--- src/design/vertex_affine_transform_assert.svh ---
// assertion macros for the vertex affine transform pipeline
// expects clk and arst_n in the scope of the module that includes it
`ifndef VERTEX_AFFINE_TRANSFORM_ASSERT_SVH
`define VERTEX_AFFINE_TRANSFORM_ASSERT_SVH

// same-cycle implication, off while in reset
`define VAT_ASSERT_IMP(name, ante, cons) \
	name: assert property (@(posedge clk) disable iff (!arst_n) (ante) |-> (cons)) \
		else $error("vertex_affine_transform: same-cycle check failed");

// next-cycle implication, off while in reset
`define VAT_ASSERT_NXT(name, ante, cons) \
	name: assert property (@(posedge clk) disable iff (!arst_n) (ante) |=> (cons)) \
		else $error("vertex_affine_transform: next-cycle check failed");

`endif

--- src/design/vat_pkg.sv ---
// shared types and constants for the vertex affine transform
// no dependencies; used by vat_cfg, vat_lane and the top level
package vat_pkg;

	localparam int COORD_W       = 32;
	localparam int COEF_W        = 16;
	localparam int COEF_PROD_W   = 2 * COEF_W + 1;       // holds lx^2-ly^2, 2*lx*ly, -coef
	localparam int PROD_W        = COEF_PROD_W + COORD_W;
	localparam int SUM_W         = PROD_W + 1;
	localparam int CFG_IDX_W     = 3;

	localparam int COORD_FRAC_DEF = 16;
	localparam int COEF_FRAC_DEF  = 12;

	typedef enum logic [2:0] {
		MODE_ROTATE  = 3'd0,
		MODE_SCALE   = 3'd1,
		MODE_SHEAR_H = 3'd2,
		MODE_SHEAR_V = 3'd3,
		MODE_REFLECT = 3'd4,
		MODE_PLACE   = 3'd5
	} mode_t;

	localparam logic [CFG_IDX_W-1:0] CFG_MODE     = 3'd0;
	localparam logic [CFG_IDX_W-1:0] CFG_COEF_A   = 3'd1;
	localparam logic [CFG_IDX_W-1:0] CFG_COEF_B   = 3'd2;
	localparam logic [CFG_IDX_W-1:0] CFG_OFFSET_X = 3'd3;
	localparam logic [CFG_IDX_W-1:0] CFG_OFFSET_Y = 3'd4;

	localparam logic signed [COEF_W-1:0] COEF_A_RST = 16'sd4096;
	localparam logic signed [COEF_W-1:0] COEF_B_RST = 16'sd4096;
	localparam logic signed [COEF_PROD_W-1:0] REFL_M_RST = COEF_PROD_W'(
		COEF_A_RST * COEF_A_RST - COEF_B_RST * COEF_B_RST);
	localparam logic signed [COEF_PROD_W-1:0] REFL_P_RST = COEF_PROD_W'(
		2 * COEF_A_RST * COEF_B_RST);

	// which rounding shift a lane applies
	typedef enum logic [1:0] {
		SH_SEL_COEF   = 2'd0,
		SH_SEL_DOUBLE = 2'd1,
		SH_SEL_PLACE  = 2'd2
	} shift_sel_t;

	typedef struct packed {
		mode_t                          mode;
		logic signed [COEF_W-1:0]       coef_a;
		logic signed [COEF_W-1:0]       coef_b;
		logic signed [COEF_W-1:0]       offset_x;
		logic signed [COEF_W-1:0]       offset_y;
		logic signed [COEF_PROD_W-1:0]  refl_m;
		logic signed [COEF_PROD_W-1:0]  refl_p;
	} cfg_t;

	typedef struct packed {
		logic signed [COEF_PROD_W-1:0]  cx;
		logic signed [COEF_PROD_W-1:0]  cy;
		shift_sel_t                     sh;
		logic signed [COEF_W-1:0]       off;
	} lane_op_t;

	typedef struct packed {
		logic s2;
		logic s3;
		logic s4;
		logic s5;
		logic s6;
	} lane_en_t;

endpackage

--- src/design/vat_cfg.sv ---
// configuration registers and reflection coefficient precompute
// depends on vat_pkg
module vat_cfg (
	input  logic                               clk,
	input  logic                               arst_n,
	input  logic                               cfg_valid,
	input  logic [vat_pkg::CFG_IDX_W-1:0]      cfg_index,
	input  logic [vat_pkg::COEF_W-1:0]         cfg_data,
	output vat_pkg::cfg_t                      cfg
);

	vat_pkg::mode_t                                 mode_q;
	logic signed [vat_pkg::COEF_W-1:0]              coef_a_q;
	logic signed [vat_pkg::COEF_W-1:0]              coef_b_q;
	logic signed [vat_pkg::COEF_W-1:0]              offset_x_q;
	logic signed [vat_pkg::COEF_W-1:0]              offset_y_q;
	logic signed [vat_pkg::COEF_PROD_W-1:0]         refl_m_q;
	logic signed [vat_pkg::COEF_PROD_W-1:0]         refl_p_q;

	logic signed [2*vat_pkg::COEF_W-1:0]            aa;
	logic signed [2*vat_pkg::COEF_W-1:0]            bb;
	logic signed [2*vat_pkg::COEF_W-1:0]            ab;
	logic signed [vat_pkg::COEF_PROD_W-1:0]         refl_m_next;
	logic signed [vat_pkg::COEF_PROD_W-1:0]         refl_p_next;

	// m = lx^2 - ly^2, p = 2*lx*ly, registered from the coefficient registers in the cycle after them
	always_comb begin
		aa          = coef_a_q * coef_a_q;
		bb          = coef_b_q * coef_b_q;
		ab          = coef_a_q * coef_b_q;
		refl_m_next = vat_pkg::COEF_PROD_W'(aa) - vat_pkg::COEF_PROD_W'(bb);
		refl_p_next = vat_pkg::COEF_PROD_W'(ab) <<< 1;
	end

	always_ff @(posedge clk or negedge arst_n) begin
		if (!arst_n) begin
			mode_q     <= vat_pkg::MODE_SCALE;
			coef_a_q   <= vat_pkg::COEF_A_RST;
			coef_b_q   <= vat_pkg::COEF_B_RST;
			offset_x_q <= '0;
			offset_y_q <= '0;
			refl_m_q   <= vat_pkg::REFL_M_RST;
			refl_p_q   <= vat_pkg::REFL_P_RST;
		end else begin
			if (cfg_valid) begin
				case (cfg_index)
					vat_pkg::CFG_MODE:     mode_q     <= vat_pkg::mode_t'(cfg_data[2:0]);
					vat_pkg::CFG_COEF_A:   coef_a_q   <= cfg_data;
					vat_pkg::CFG_COEF_B:   coef_b_q   <= cfg_data;
					vat_pkg::CFG_OFFSET_X: offset_x_q <= cfg_data;
					vat_pkg::CFG_OFFSET_Y: offset_y_q <= cfg_data;
					default: ;
				endcase
			end
			refl_m_q <= refl_m_next;
			refl_p_q <= refl_p_next;
		end
	end

	always_comb begin
		cfg.mode     = mode_q;
		cfg.coef_a   = coef_a_q;
		cfg.coef_b   = coef_b_q;
		cfg.offset_x = offset_x_q;
		cfg.offset_y = offset_y_q;
		cfg.refl_m   = refl_m_q;
		cfg.refl_p   = refl_p_q;
	end

endmodule

--- config.mk ---
export PLATFORM = sky130hd
export DESIGN_NAME = vat_cfg
export DESIGN_NICKNAME = d
export VERILOG_FILES = /design/src/design/vertex_affine_transform_assert.svh /design/src/design/vat_pkg.sv /design/src/design/vat_cfg.sv
export SDC_FILE = /design/constraint.sdc
export NUM_CORES = 2
export LEC_CHECK = 0
export BUFFER_PORTS_ARGS = -buffer_cell sky130_fd_sc_hd__buf_2
export CORE_MARGIN = 1
export CORE_UTILIZATION = 50
export CTS_CLUSTER_DIAMETER = 30
export DETAILED_ROUTE_END_ITERATION = 6
export PLACE_DENSITY = 0.68
export SYNTH_ARGS = -nofsm -noshare
export SYNTH_HDL_FRONTEND = slang
export SYNTH_SLANG_ARGS = --single-unit
--- constraint.sdc ---
create_clock -name clk -period 9.6 [get_ports clk]
set_input_delay 1.92 -clock clk [delete_from_list [all_inputs] [get_ports clk]]
set_output_delay 1.92 -clock clk [all_outputs]
set_load 0.005 [all_outputs]
==> metrics.txt <==
# TYPE chip_impl_metric gauge
chip_impl_metric{name="fin_crit",unit="ns"} 8.25
chip_impl_metric{name="path_clk_slew",unit="ns"} 0.06
chip_impl_metric{name="post-route-drc-count",unit=""} 0
chip_impl_metric{name="cts_max_path_buffers",unit=""} 2
chip_impl_metric{name="syn_nets",unit=""} 4369
chip_impl_metric{name="floorplan.io_pins",unit=""} 155
chip_impl_metric{name="design.core.area",unit="µm²"} 63500
chip_impl_metric{name="antenna_cells_inserted",unit=""} 0
chip_impl_metric{name="fmaxAchievable",unit="GHz"} 0.121
chip_impl_info{name="worst_path_most_repeated_cell",value="sky130_fd_sc_hd__fa_1"} 1
chip_impl_metric{name="synth_seq_area_share",unit="%"} 10.2
chip_impl_metric{name="ctsHoldBuffers",unit=""} 0
chip_impl_metric{name="synth_cells",unit=""} 3292
chip_impl_metric{name="yosysWarningCount",unit=""} 0
chip_impl_metric{name="h_tree_levels",unit=""} 4
chip_impl_metric{name="drt_pre_antenna_iters",unit=""} 5
chip_impl_metric{name="die_x_extent",unit="µm"} 257
chip_impl_metric{name="syn_to_final_growth",unit="%"} 7.36
chip_impl_info{name="setup.worst_path.start_class",value="flip-flop"} 1
chip_impl_metric{name="share_of_the_clock_period_used_by_the_worst_path_after_layout",unit="%"} 86.0
chip_impl_metric{name="setup_tns",unit="ns"} 0
chip_impl_metric{name="worstSkewPairLatency",unit="ns"} 0.52
chip_impl_info{name="holdCritPathClass",value="reg -> reg"} 1
chip_impl_metric{name="tightestPinTransition",unit="ns"} 1.26
chip_impl_metric{name="postRouteWirelength",unit="µm"} 74100
chip_impl_info{name="result_of_the_run",value="finished, final reports clean"} 1
chip_impl_info{name="cts.root.buffer_cell",value="sky130_fd_sc_hd__clkbuf_16"} 1
chip_impl_metric{name="critPathArrivalTime",unit="ns"} 8.63
chip_impl_metric{name="vias",unit=""} 21800
chip_impl_metric{name="start_util",unit="%"} 51.0
chip_impl_metric{name="worstPathRequired",unit="ns"} 9.98
chip_impl_metric{name="final_max_slew_viol_count",unit=""} 0
chip_impl_metric{name="cts_post_setup_buffers_inserted",unit=""} 0
chip_impl_metric{name="clock_sink_count",unit=""} 132
chip_impl_metric{name="wirelength_met1",unit="µm"} 29200
chip_impl_metric{name="route.met2.wl",unit="µm"} 37700
chip_impl_metric{name="cts_made_buffers",unit=""} 17
chip_impl_info{name="rsz0062_at_grt",value="no"} 1
chip_impl_metric{name="grt_pass1_wl",unit="µm"} 125000
chip_impl_info{name="crit_slowest_cell",value="sky130_fd_sc_hd__dfrtp_1"} 1
chip_impl_info{name="final_cell_mix",value="989 x sky130_fd_sc_hd__inv_1, 799 x sky130_fd_sc_hd__fa_1, 339 x sky130_fd_sc_hd__nand2_1"} 1
chip_impl_metric{name="cts_resized",unit=""} 0
chip_impl_metric{name="relSlewSlack",unit="%"} 15.8
chip_impl_info{name="path_delay_family",value="adder cells"} 1
chip_impl_metric{name="maximum_capacitance_violations",unit=""} 0
chip_impl_metric{name="setup_viol_count_final",unit=""} 0
chip_impl_metric{name="drtIter0Drc",unit=""} 1233
chip_impl_metric{name="critical_path_buffers_and_inverters",unit=""} 6
chip_impl_metric{name="antenna_left",unit=""} 0
chip_impl_metric{name="fin_cells",unit=""} 4256
chip_impl_metric{name="layout.nets",unit=""} 4474
chip_impl_metric{name="report.final.hold_viol_count",unit=""} 0
chip_impl_info{name="cts_tree",value="built"} 1
chip_impl_metric{name="detailroute.wirelength.met3",unit="µm"} 4490
chip_impl_metric{name="final.setup_skew",unit="ns"} 0.0180
chip_impl_metric{name="timing.critical_path.fanout_max",unit=""} 27
chip_impl_metric{name="groute.usage.overall",unit="%"} 24.7
chip_impl_info{name="final_common_cell",value="sky130_fd_sc_hd__inv_1"} 1
chip_impl_metric{name="drive_above_1_share",unit="%"} 8.89
chip_impl_metric{name="detailedPlacementHpwl",unit="µm"} 60300
chip_impl_metric{name="grt_max_degree",unit=""} 82
chip_impl_metric{name="overflow",unit=""} 0
chip_impl_metric{name="synth_cell_types",unit=""} 66
chip_impl_info{name="highest_signal_layer_in_the_routed_design",value="met5"} 1
chip_impl_metric{name="critical_path.max_stage_delay",unit="ns"} 1.18
chip_impl_metric{name="fp_rows",unit=""} 92
chip_impl_metric{name="synth_enable_flop_cells",unit=""} 0
chip_impl_metric{name="dp.cells",unit=""} 4224
chip_impl_metric{name="synth.cell_area",unit="µm²"} 32400
chip_impl_metric{name="async_flop_share",unit="%"} 100
chip_impl_metric{name="fp.dieH",unit="µm"} 257
chip_impl_metric{name="buffer_ports.inserted",unit=""} 153
chip_impl_metric{name="yosys_register_bits",unit=""} 132
chip_impl_metric{name="drt-wirelength-per-cell",unit="µm"} 17.4
chip_impl_metric{name="antenna_violations_before_repair",unit=""} 2
chip_impl_metric{name="place_congestion",unit=""} 0.922
chip_impl_metric{name="syn_avg_cell_area",unit="µm²"} 9.85
chip_impl_metric{name="die_area",unit="µm²"} 65900
chip_impl_info{name="setup.worst_path.end_class",value="flip-flop"} 1
chip_impl_metric{name="viasPerCell",unit=""} 5.13
chip_impl_metric{name="number_of_global_route_vias_before_repair",unit=""} 24100
chip_impl_info{name="synth_flop_cell",value="sky130_fd_sc_hd__dfrtp_1"} 1
chip_impl_info{name="worst-setup-path-type",value="reg -> reg"} 1
chip_impl_info{name="critical_path.cell_chain",value="and2_1, inv_1, fa_1, inv_1, fa_1, inv_1, fa_1, inv_1, fa_1, fa_1, fa_1, fa_1, inv_1, fa_1, inv_1, ha_1, a21o_1, a2111o_1, a211oi_2, nor3_1, nor4_1, o221ai_1, xnor2_1"} 1
cell families after synthesis:
group,share of synthesized area [%]
buffers and inverters,12.8
adder cells (fa/ha/maj),59.2
AND/OR/NAND/NOR,9.61
AO/OA/AOI/OAI,3.91
flip-flops,10.2
XOR/XNOR,2.35
multiplexers,1.87
other,0.0116
state kept, by name, summed over array words and instances (netlist names):
name and count:
refl_m_q 33, refl_p_q 32, offset_y_q 16, offset_x_q 16, coef_b_q 16, mode_q 3
coef_a_q 16
stage by stage:
stage               hold WS, ns  utilization, %  worst slack [ns]  cell area [µm²]
floorplan                 0.504               -              2.18            32400
global placement          0.484            53.8              1.51            34200
detailed placement        0.488            53.8              1.40            34200
CTS                       0.504            54.8              1.39            34800
global route              0.524            54.8             0.990            34800
finish                    0.499            54.8              1.35            34800
layer usage:
metal | up-vias | track usage (%)
met5 | - | 0
met4 | 2 | 9.89
met3 | 143 | 4.28
met2 | 627 | 42.0
met1 | 11400 | 31.2
li1 | 9697 | -
synth_stat cells, types with 5 or more instances:
cell type / instances / area, µm²
sky130_fd_sc_hd__clkinv_1: 6 / 22.5
sky130_fd_sc_hd__nor2_1: 91 / 342
sky130_fd_sc_hd__nor2b_1: 8 / 50.1
sky130_fd_sc_hd__nand2_1: 339 / 1270
sky130_fd_sc_hd__a21o_1: 26 / 195
sky130_fd_sc_hd__clkbuf_1: 106 / 398
sky130_fd_sc_hd__or2_2: 6 / 37.5
sky130_fd_sc_hd__ha_1: 256 / 3200
sky130_fd_sc_hd__xor2_1: 24 / 210
sky130_fd_sc_hd__nand4_1: 6 / 37.5
sky130_fd_sc_hd__nand3_1: 8 / 40.0
sky130_fd_sc_hd__a211oi_1: 8 / 60.1
sky130_fd_sc_hd__a21boi_0: 5 / 37.5
sky130_fd_sc_hd__and2_1: 152 / 951
sky130_fd_sc_hd__xnor2_1: 63 / 552
sky130_fd_sc_hd__o211ai_1: 6 / 45.0
sky130_fd_sc_hd__a21oi_1: 44 / 220
sky130_fd_sc_hd__fa_1: 799 / 16000
sky130_fd_sc_hd__o21ai_0: 40 / 200
sky130_fd_sc_hd__inv_1: 989 / 3710
sky130_fd_sc_hd__and3_1: 7 / 43.8
sky130_fd_sc_hd__o21bai_1: 8 / 60.1
sky130_fd_sc_hd__nand2b_1: 24 / 150
sky130_fd_sc_hd__mux2_2: 53 / 597
sky130_fd_sc_hd__o21a_1: 9 / 67.6
sky130_fd_sc_hd__dfrtp_1: 128 / 3200
sky130_fd_sc_hd__nor3_1: 13 / 65.1
final cells by class:
cell class / instances / area [µm²]
well taps: 846 / 1060
clock buffers: 19 / 443
multi-input cells: 2055 / 25000
repair buffers: 196 / 1090
fillers: 5723 / 28700
clock inverters: 13 / 198
inverters: 995 / 3730
flip-flops and latches: 132 / 3310
path summary, 6_finish.rpt:
| kind | startpoint | end | slack (ns) | cells after the start |
|---|---|---|---|---|
| setup / recovery | coef_a_q[10] | refl_m_q[32] | 1.35 | 23 |
| hold / removal | offset_x_q[8] | offset_x_q[8] | 0.50 | 1 |
| setup reg to reg | coef_a_q[10] | refl_m_q[32] | 1.35 | 23 |
| hold reg to reg | offset_x_q[8] | offset_x_q[8] | 0.50 | 1 |
| max in group asynchronous | arst_n | offset_y_q[13] | 6.89 | 2 |
| min in group asynchronous | arst_n | refl_p_q[9] | 1.48 | 1 |
Power is left out: the tool's default activity adds up to more than one toggle a clock period on the data nets, which glitch-free logic cannot reach.
